### src/rtl/kpr_pkg.sv
package kpr_pkg;

  localparam int KPR_COUNT_WIDTH = 16;
  localparam logic [31:0] KPR_FNV_BASIS = 32'h811c_9dc5;
  localparam logic [31:0] KPR_FNV_PRIME = 32'h0100_0193;
  localparam logic [63:0] KPR_MAG_LIMIT = 64'h8000_0000_0000_0000;
  localparam int KPR_DIV_STEPS = 64;
  localparam int KPR_STEP_W = $clog2(KPR_DIV_STEPS);
  localparam int KPR_QUEUE_DEPTH = 2;
  localparam int KPR_QPTR_W = $clog2(KPR_QUEUE_DEPTH);

  typedef enum logic [1:0] {
    MODE_HASH    = 2'd0,
    MODE_DECIMAL = 2'd1,
    MODE_WORD    = 2'd2,
    MODE_SPARE   = 2'd3
  } kpr_mode_t;

  typedef enum logic [1:0] {
    REG_MODE  = 2'd0,
    REG_COUNT = 2'd1,
    REG_PREFIX = 2'd2,
    REG_LOCAL = 2'd3
  } kpr_reg_t;

  typedef enum logic [1:0] {
    PH_SKIP   = 2'd0,
    PH_SIGN   = 2'd1,
    PH_DIGITS = 2'd2,
    PH_STOP   = 2'd3
  } kpr_phase_t;

  typedef enum logic [1:0] {
    B_IDLE = 2'd0,
    B_DIV  = 2'd1,
    B_FIN  = 2'd2,
    B_DONE = 2'd3
  } kpr_bstate_t;

  // One finished key on its way from the front to the back.
  typedef struct packed {
    logic [63:0] value;
    logic        negative;
    logic        error;
  } kpr_entry_t;

endpackage

### src/rtl/kpr_front.sv
module kpr_front import kpr_pkg::*; #(
  parameter int COUNT_WIDTH = KPR_COUNT_WIDTH
) (
  input  logic        clk,
  input  logic        rst,
  input  logic        accept,
  input  logic [7:0]  key_byte,
  input  logic        last_byte,
  input  logic [1:0]  partition_mode,
  input  logic [15:0] prefix_bytes,
  output logic        entry_push,
  output kpr_entry_t  entry
);

  logic [31:0]            hash, hash_next;
  logic [COUNT_WIDTH-1:0] cnt, cnt_next;
  logic [31:0]            word, word_next;
  logic [63:0]            mag, mag_next;
  logic                   neg, neg_next;
  kpr_phase_t             phase, phase_next;
  logic                   ovf, ovf_next;

  logic [32:0] cnt_ext;
  logic [31:0] hash_mul;
  logic [67:0] prod;
  logic        is_digit, is_ws;
  logic        dec_err;

  always_comb begin
    cnt_ext  = {{(33-COUNT_WIDTH){1'b0}}, cnt};
    hash_mul = hash * KPR_FNV_PRIME;
    hash_next = (cnt_ext < {17'd0, prefix_bytes}) ? (hash_mul ^ {24'd0, key_byte}) : hash;
    word_next = word;
    if (cnt_ext < 33'd4) begin
      word_next = word | ({24'd0, key_byte} << {cnt[1:0], 3'b000});
    end
    cnt_next = (cnt != {COUNT_WIDTH{1'b1}}) ? cnt + 1'b1 : cnt;

    is_digit = (key_byte >= 8'h30) && (key_byte <= 8'h39);
    is_ws    = (key_byte == 8'h20) || ((key_byte >= 8'h09) && (key_byte <= 8'h0d));
    prod     = {1'b0, mag, 3'b000} + {3'b000, mag, 1'b0} + {64'd0, key_byte[3:0]};
    mag_next   = mag;
    neg_next   = neg;
    phase_next = phase;
    ovf_next   = ovf;
    if (phase == PH_SKIP && is_ws) begin
      phase_next = phase;
    end else if (phase == PH_SKIP && (key_byte == 8'h2b || key_byte == 8'h2d)) begin
      neg_next   = (key_byte == 8'h2d);
      phase_next = PH_SIGN;
    end else if (phase == PH_STOP) begin
      phase_next = phase;
    end else if (!is_digit) begin
      if (phase != PH_DIGITS) begin
        ovf_next = 1'b1;
      end
      phase_next = PH_STOP;
    end else begin
      phase_next = PH_DIGITS;
      // Overflow exactly when ten times the magnitude plus the digit passes 2^63.
      if (prod > {4'd0, KPR_MAG_LIMIT}) begin
        ovf_next = 1'b1;
      end else begin
        mag_next = prod[63:0];
      end
    end

    dec_err = ovf_next || !(phase_next == PH_DIGITS || phase_next == PH_STOP) ||
              (!neg_next && mag_next == KPR_MAG_LIMIT);

    entry_push = accept && last_byte;
    case (partition_mode)
      MODE_DECIMAL: begin
        entry.value    = mag_next;
        entry.negative = neg_next;
        entry.error    = dec_err;
      end
      MODE_WORD: begin
        entry.value    = {32'd0, word_next - 32'd1};
        entry.negative = 1'b0;
        entry.error    = ({{(33-COUNT_WIDTH){1'b0}}, cnt_next} < 33'd4);
      end
      default: begin
        entry.value    = {32'd0, hash_next};
        entry.negative = 1'b0;
        entry.error    = 1'b0;
      end
    endcase
  end

  always_ff @(posedge clk) begin
    if (rst || entry_push) begin
      hash  <= KPR_FNV_BASIS;
      cnt   <= '0;
      word  <= '0;
      mag   <= '0;
      neg   <= 1'b0;
      phase <= PH_SKIP;
      ovf   <= 1'b0;
    end else if (accept) begin
      hash  <= hash_next;
      cnt   <= cnt_next;
      word  <= word_next;
      mag   <= mag_next;
      neg   <= neg_next;
      phase <= phase_next;
      ovf   <= ovf_next;
    end
  end

endmodule

### src/rtl/kpr_queue.sv
module kpr_queue import kpr_pkg::*; (
  input  logic       clk,
  input  logic       rst,
  input  logic       wr_en,
  input  kpr_entry_t wr_entry,
  output logic       q_full,
  input  logic       rd_en,
  output logic       q_valid,
  output kpr_entry_t rd_entry
);

  kpr_entry_t            slots [KPR_QUEUE_DEPTH];
  logic [KPR_QPTR_W-1:0] wr_ptr, rd_ptr;
  logic [KPR_QPTR_W:0]   fill;

  assign q_full   = (fill == (KPR_QPTR_W+1)'(KPR_QUEUE_DEPTH));
  assign q_valid  = (fill != '0);
  assign rd_entry = slots[rd_ptr];

  always_ff @(posedge clk) begin
    if (wr_en) begin
      slots[wr_ptr] <= wr_entry;
    end
  end

  always_ff @(posedge clk) begin
    if (rst) begin
      wr_ptr <= '0;
      rd_ptr <= '0;
      fill   <= '0;
    end else begin
      if (wr_en) begin
        wr_ptr <= wr_ptr + 1'b1;
      end
      if (rd_en) begin
        rd_ptr <= rd_ptr + 1'b1;
      end
      fill <= fill + (KPR_QPTR_W+1)'(wr_en) - (KPR_QPTR_W+1)'(rd_en);
    end
  end

endmodule

### src/rtl/kpr_back.sv
module kpr_back import kpr_pkg::*; (
  input  logic        clk,
  input  logic        rst,
  input  logic        q_valid,
  input  kpr_entry_t  q_entry,
  output logic        q_pop,
  input  logic [31:0] partition_count,
  input  logic [31:0] node_partition,
  output logic        empty,
  input  logic        pop,
  output logic [31:0] partition,
  output logic        is_local,
  output logic        parse_error
);

  kpr_bstate_t          state, state_next;
  logic [63:0]          dividend, dividend_next;
  logic [32:0]          rem, rem_next;
  logic [KPR_STEP_W-1:0] step, step_next;
  logic                 neg, neg_next;
  logic [31:0]          part_next;
  logic                 local_next, err_next;
  logic [32:0]          rem_sh;
  logic [31:0]          signed_rem;

  always_ff @(posedge clk) begin
    if (rst) begin
      state <= B_IDLE;
    end else begin
      state <= state_next;
    end
  end

  always_ff @(posedge clk) begin
    dividend    <= dividend_next;
    rem         <= rem_next;
    step        <= step_next;
    neg         <= neg_next;
    partition   <= part_next;
    is_local    <= local_next;
    parse_error <= err_next;
  end

  always_comb begin
    state_next    = state;
    dividend_next = dividend;
    rem_next      = rem;
    step_next     = step;
    neg_next      = neg;
    part_next     = partition;
    local_next    = is_local;
    err_next      = parse_error;
    q_pop         = 1'b0;
    rem_sh        = {rem[31:0], dividend[63]};
    signed_rem    = neg ? (32'd0 - rem[31:0]) : rem[31:0];
    empty         = (state != B_DONE);
    case (state)
      B_IDLE: begin
        if (q_valid) begin
          q_pop         = 1'b1;
          neg_next      = q_entry.negative;
          dividend_next = q_entry.value;
          rem_next      = '0;
          step_next     = '0;
          if (q_entry.error) begin
            part_next  = '0;
            local_next = 1'b0;
            err_next   = 1'b1;
            state_next = B_DONE;
          end else if (partition_count == 32'd0) begin
            rem_next   = {1'b0, q_entry.value[31:0]};
            state_next = B_FIN;
          end else begin
            state_next = B_DIV;
          end
        end
      end
      B_DIV: begin
        // One restoring step per cycle, dividend bits taken from the top.
        rem_next      = (rem_sh >= {1'b0, partition_count}) ?
                        rem_sh - {1'b0, partition_count} : rem_sh;
        dividend_next = {dividend[62:0], 1'b0};
        step_next     = step + 1'b1;
        if (step == KPR_STEP_W'(KPR_DIV_STEPS - 1)) begin
          state_next = B_FIN;
        end
      end
      B_FIN: begin
        part_next  = signed_rem;
        local_next = (signed_rem == node_partition);
        err_next   = 1'b0;
        state_next = B_DONE;
      end
      B_DONE: begin
        if (pop) begin
          state_next = B_IDLE;
        end
      end
      default: begin
        state_next = B_IDLE;
      end
    endcase
  end

endmodule

### src/rtl/key_partition_router_top.sv
// Key partition router.
// Key bytes arrive on the input queue port: key_byte with last_byte marking the
// final byte of a key, one transaction per cycle whenever full is low. Each key
// yields one result transaction on the output queue port: partition, is_local
// and parse_error, shown while empty is low and taken with pop.
// The front end hashes, parses and assembles words as the bytes stream in, so
// it sustains one byte per cycle while full is low. A finished key enters a
// two-entry queue; the back end reduces it modulo partition_count with a
// one-bit-per-cycle restoring divider of 64 steps, then the finish state sets
// the result (a zero count skips the divider and keeps the low 32 bits, a key
// in error skips both). The back end takes the next key only after the
// previous result is popped, so the divider can limit the byte rate.
// If the receiver stalls, the result is held and the back end waits; the
// queue then fills, and full is raised until a slot frees up.
// Configuration is written through cfg_valid/cfg_ready; the user must write it
// only while idle, as the block itself does not enforce this. A synchronous
// reset restores the register defaults, clears the per-key trackers and
// empties the queue and the result stage.
module key_partition_router_top import kpr_pkg::*; #(
  parameter int COUNT_WIDTH = KPR_COUNT_WIDTH
) (
  input  logic        clk,
  input  logic        rst,
  input  logic        push,
  output logic        full,
  input  logic [7:0]  key_byte,
  input  logic        last_byte,
  output logic        empty,
  input  logic        pop,
  output logic [31:0] partition,
  output logic        is_local,
  output logic        parse_error,
  input  logic        cfg_valid,
  output logic        cfg_ready,
  input  logic [1:0]  cfg_index,
  input  logic [31:0] cfg_data
);

  logic [1:0]  partition_mode;
  logic [31:0] partition_count;
  logic [15:0] prefix_bytes;
  logic [31:0] node_partition;

  logic       accept;
  logic       q_full, q_valid, q_pop, entry_push;
  kpr_entry_t entry, q_entry;

  assign cfg_ready = 1'b1;
  assign full      = q_full;
  assign accept    = push && !q_full;

  always_ff @(posedge clk) begin
    if (rst) begin
      partition_mode  <= MODE_HASH;
      partition_count <= 32'd1;
      prefix_bytes    <= 16'hffff;
      node_partition  <= 32'd0;
    end else if (cfg_valid) begin
      case (cfg_index)
        REG_MODE:   partition_mode  <= cfg_data[1:0];
        REG_COUNT:  partition_count <= cfg_data;
        REG_PREFIX: prefix_bytes    <= cfg_data[15:0];
        REG_LOCAL:  node_partition  <= cfg_data;
        default:    partition_mode  <= partition_mode;
      endcase
    end
  end

  kpr_front #(.COUNT_WIDTH(COUNT_WIDTH)) u_front (
    .clk            (clk),
    .rst            (rst),
    .accept         (accept),
    .key_byte       (key_byte),
    .last_byte      (last_byte),
    .partition_mode (partition_mode),
    .prefix_bytes   (prefix_bytes),
    .entry_push     (entry_push),
    .entry          (entry)
  );

  kpr_queue u_queue (
    .clk      (clk),
    .rst      (rst),
    .wr_en    (entry_push),
    .wr_entry (entry),
    .q_full   (q_full),
    .rd_en    (q_pop),
    .q_valid  (q_valid),
    .rd_entry (q_entry)
  );

  kpr_back u_back (
    .clk             (clk),
    .rst             (rst),
    .q_valid         (q_valid),
    .q_entry         (q_entry),
    .q_pop           (q_pop),
    .partition_count (partition_count),
    .node_partition  (node_partition),
    .empty           (empty),
    .pop             (pop),
    .partition       (partition),
    .is_local        (is_local),
    .parse_error     (parse_error)
  );

endmodule

### config.mk
export PLATFORM = sky130hd
export DESIGN_NAME = key_partition_router_top
export DESIGN_NICKNAME = d
export VERILOG_FILES = /design/src/rtl/kpr_pkg.sv /design/src/rtl/kpr_front.sv /design/src/rtl/kpr_queue.sv /design/src/rtl/kpr_back.sv /design/src/rtl/key_partition_router_top.sv
export SDC_FILE = /design/constraint.sdc
export NUM_CORES = 2
export LEC_CHECK = 0
export BUFFER_PORTS_ARGS = -buffer_cell sky130_fd_sc_hd__clkbuf_2
export CORE_ASPECT_RATIO = 1.75
export CORE_MARGIN = 2
export CORE_UTILIZATION = 45
export CTS_CLUSTER_DIAMETER = 80
export DETAILED_ROUTE_END_ITERATION = 6
export PLACE_DENSITY = 0.72
export SKIP_LAST_GASP = 1
export SLEW_MARGIN = 20
export SYNTH_ARGS = -nofsm -noshare
export SYNTH_HDL_FRONTEND = slang
export SYNTH_HIERARCHICAL = 1
export SYNTH_SLANG_ARGS = --single-unit
### constraint.sdc
create_clock -name clk -period 11.26 [get_ports clk]
set_input_delay 0.563 -clock clk [delete_from_list [all_inputs] [get_ports clk]]
set_output_delay 0.563 -clock clk [all_outputs]
set_load 0.02 [all_outputs]
==> impl_metrics.yaml <==
die:
  core.rowCount: 141
  die_w_um: 225
  initial_core_util_pct: 45.5
  die_h_um: 391
  die-area_mm2: 0.0880
  pin_count: 85
  core-area_mm2: 0.0845
timing:
  fin_crit_ns: 7.21
  relSlewSlack_pct: 23.6
  setup_tns_ns: 0
  rsz0062_at_grt: "false"
  tightest_slew_ns: 1.15
  fin_crit_sh_pct: 64.0
  fmax_mhz: 139
  hold_viol_final: 0
  final-max-slew-violation-count: 0
  fin_skew_ns: 0.0177
  setup_viol: 0
setup_path:
  crit_path_top_delay_cell: "fa_1"
  crit_top_cell: "inv_1"
  cp-start-kind: "flop"
  worst-setup-path-type: "flop to flop"
  path_delay_family: "adder cells"
  worst_setup_path_end_kind: "flop"
  crit_required_ns: 11.55
  crit_path_max_incr_delay_ns: 0.54
  path_buf_inv: 6
  worstPathMaxFanout: 8
  cp.arrival_ns: 7.50
run_status:
  status: "completed"
finish:
  fillers: 7765
  final_layout_size_suffix_gt1_share_pct: 8.62
  syn2layout_area_growth_pct: 6.81
  layout.nets: 4663
  antennaDiodeCount: 0
  fin_cells: 5271
  final_core_util_pct: 48.6
  design_area_mm2: 0.0411
clock_tree:
  cts_buffer_depth: 3
  cts_resized: 0
  clkLatencyLatePin_ns: 0.58
  root_buffer: "clkbuf_16"
  clkTransAtPathRegs_ns: 0.07
  clkSinkCount: 506
  cts_buffers: 42
  cts_tree: "yes"
  cts_hold_buf: 0
  htreeDepth: 2
  post_cts_buffers: 0
yosys:
  synth_area_mm2: 0.0385
  yosysSeqAreaShare_pct: 33.3
  syn_nets: 4719
  syn_inst: 4222
  synth-edff-count: 269
  synthTopCellsByCount: "nand2_1, ha_1, inv_1, nor2_1, edfxtp_1"
  synth_flop_cell: "edfxtp_1"
  synthTopCellsByArea: "edfxtp_1, dfxtp_1, ha_1"
  async_reset_ff_share_pct: 0
  ys_seq_elements: 506
  ys_warn_count: 6
  synth_top_area_share_pct: 21.0
  yosysMostFrequentCell: "nand2_1"
  avgSynthCellArea_um2: 9.11
  synth_cell_types: 102
  yosys.area.top_type: "edfxtp_1"
place:
  place_hpwl_um: 88600
  gp_congestion: 0.985
  dpl_cell_area_mm2: 0.0396
  dpl.cell_count: 5194
  io_buffers: 83
run:
  drv_cap: 0
global_route:
  grt_usage_pct: 25.6
  grt_overflow_total: 0
  grt_max_degree: 109
  first_global_vias: 31100
  grt_pass1_wl_um: 175000
  antenna_found_initial: 1
detailed_routing:
  via_count: 31100
  drt_iter0_markers: 2065
  route.detailed.drc: 0
  wirelength_um: 114000
  wl_per_cell_um: 21.6
  routed_via_density: 5.90
  dr.pass1.iters: 7
  antenna_left: 0
min_path:
  hold_path.class: "input pin to flop"
==> per-stage QoR <==
stage	setup slack (ns)	hold WS (ns)
floorplan	5.32	0.438
global placement	3.85	0.447
detailed placement	3.95	0.460
CTS	4.17	0.239
global route	3.76	0.273
finish	4.05	0.262
==> cells in the final DEF, fill, tap and decap left out, types with 27 or more instances in the layout <==
| master | count |
|---|---|
| mux2_2 | 84 |
| a211oi_1 | 35 |
| nand4_1 | 43 |
| a31oi_1 | 49 |
| xor2_1 | 91 |
| inv_1 | 365 |
| nor3_1 | 84 |
| ha_1 | 371 |
| edfxtp_1 | 269 |
| o21a_1 | 28 |
| buf_4 | 28 |
| or3_1 | 27 |
| fa_1 | 77 |
| nor2_1 | 364 |
| nand2b_1 | 121 |
| a21oi_1 | 267 |
| a21o_1 | 65 |
| mux2i_1 | 169 |
| nor4_1 | 45 |
| o211ai_1 | 32 |
| nand3_1 | 84 |
| nand2_1 | 378 |
| and2_1 | 31 |
| o21ai_0 | 149 |
| mux2_4 | 41 |
| dfxtp_1 | 236 |
| clkbuf_16 | 44 |
| clkbuf_2 | 82 |
| xnor2_1 | 116 |
| and3_1 | 30 |
==> state kept, by name, summed over array words and instances (netlist names), 6 cells and up, named ones only <==
signal / count
u_queue/slots: 132
u_back/dividend: 64
u_front/mag: 64
node_partition: 32
partition_count: 32
u_back/partition: 32
u_back/rem: 32
u_front/hash: 32
u_front/word: 32
prefix_bytes: 16
u_front/cnt: 16
u_back/step: 6
==> worst paths after layout <==
check             slack [ns]             start  depth (start not counted)                    to
hold / removal          0.26       cfg_data[8]                          3       prefix_bytes[8]
hold reg to reg         0.47  u_front/word[13]                          2      u_front/word[13]
setup / recovery        4.05   u_front/hash[4]                         28  u_queue/slots[0][33]
setup reg to reg        4.05   u_front/hash[4]                         28  u_queue/slots[0][33]
==> final cells by class <==
cell class                      instances  area (µm²)  area share (%)
Timing Repair Buffer                  110         621            1.51
Clock inverter                         24         363           0.883
Clock buffer                           53        1150            2.81
Multi-Input combinational cell       3139       23400            57.0
Sequential cell                       506       12800            31.2
Inverter                              367        1380            3.35
Tap cell                             1072        1340            3.26
==> cell families after synthesis <==
kind of cell / after synthesis / share of synthesized area [%]
muxes: 298 / 8.57
adders and majority gates: 449 / 16.1
AOI/OAI and AO/OA: 851 / 14.4
other: 1 / 0.00975
and+or+nand+nor: 1330 / 16.6
buffers and inverters: 577 / 6.09
xor gates and xnor gates: 210 / 4.87
DFF: 506 / 33.3
==> worst reg2reg max path, delay by kind of cell (launching register included) <==
family	cells	cell delay, ns
xor+xnor	1	0.16
simple gates	1	0.16
buf+inv	6	0.31
fa+ha+maj	8	2.86
compound gates	11	2.39
flops	1	0.53
mux	1	0.52
==> layer usage <==
metal / share of wire (%) / up-vias / track usage (%)
met5: 0 / - / 0
met1: 36 / 14700 / 26.1
met2: 51 / 1057 / 46.7
met3: 4.1 / 418 / 2.57
met4: 9.4 / 0 / 21.2
li1: - / 14900 / -
Power is left out: the tool's default activity adds up to more than one toggle a clock period on the data nets, which glitch-free logic cannot reach.
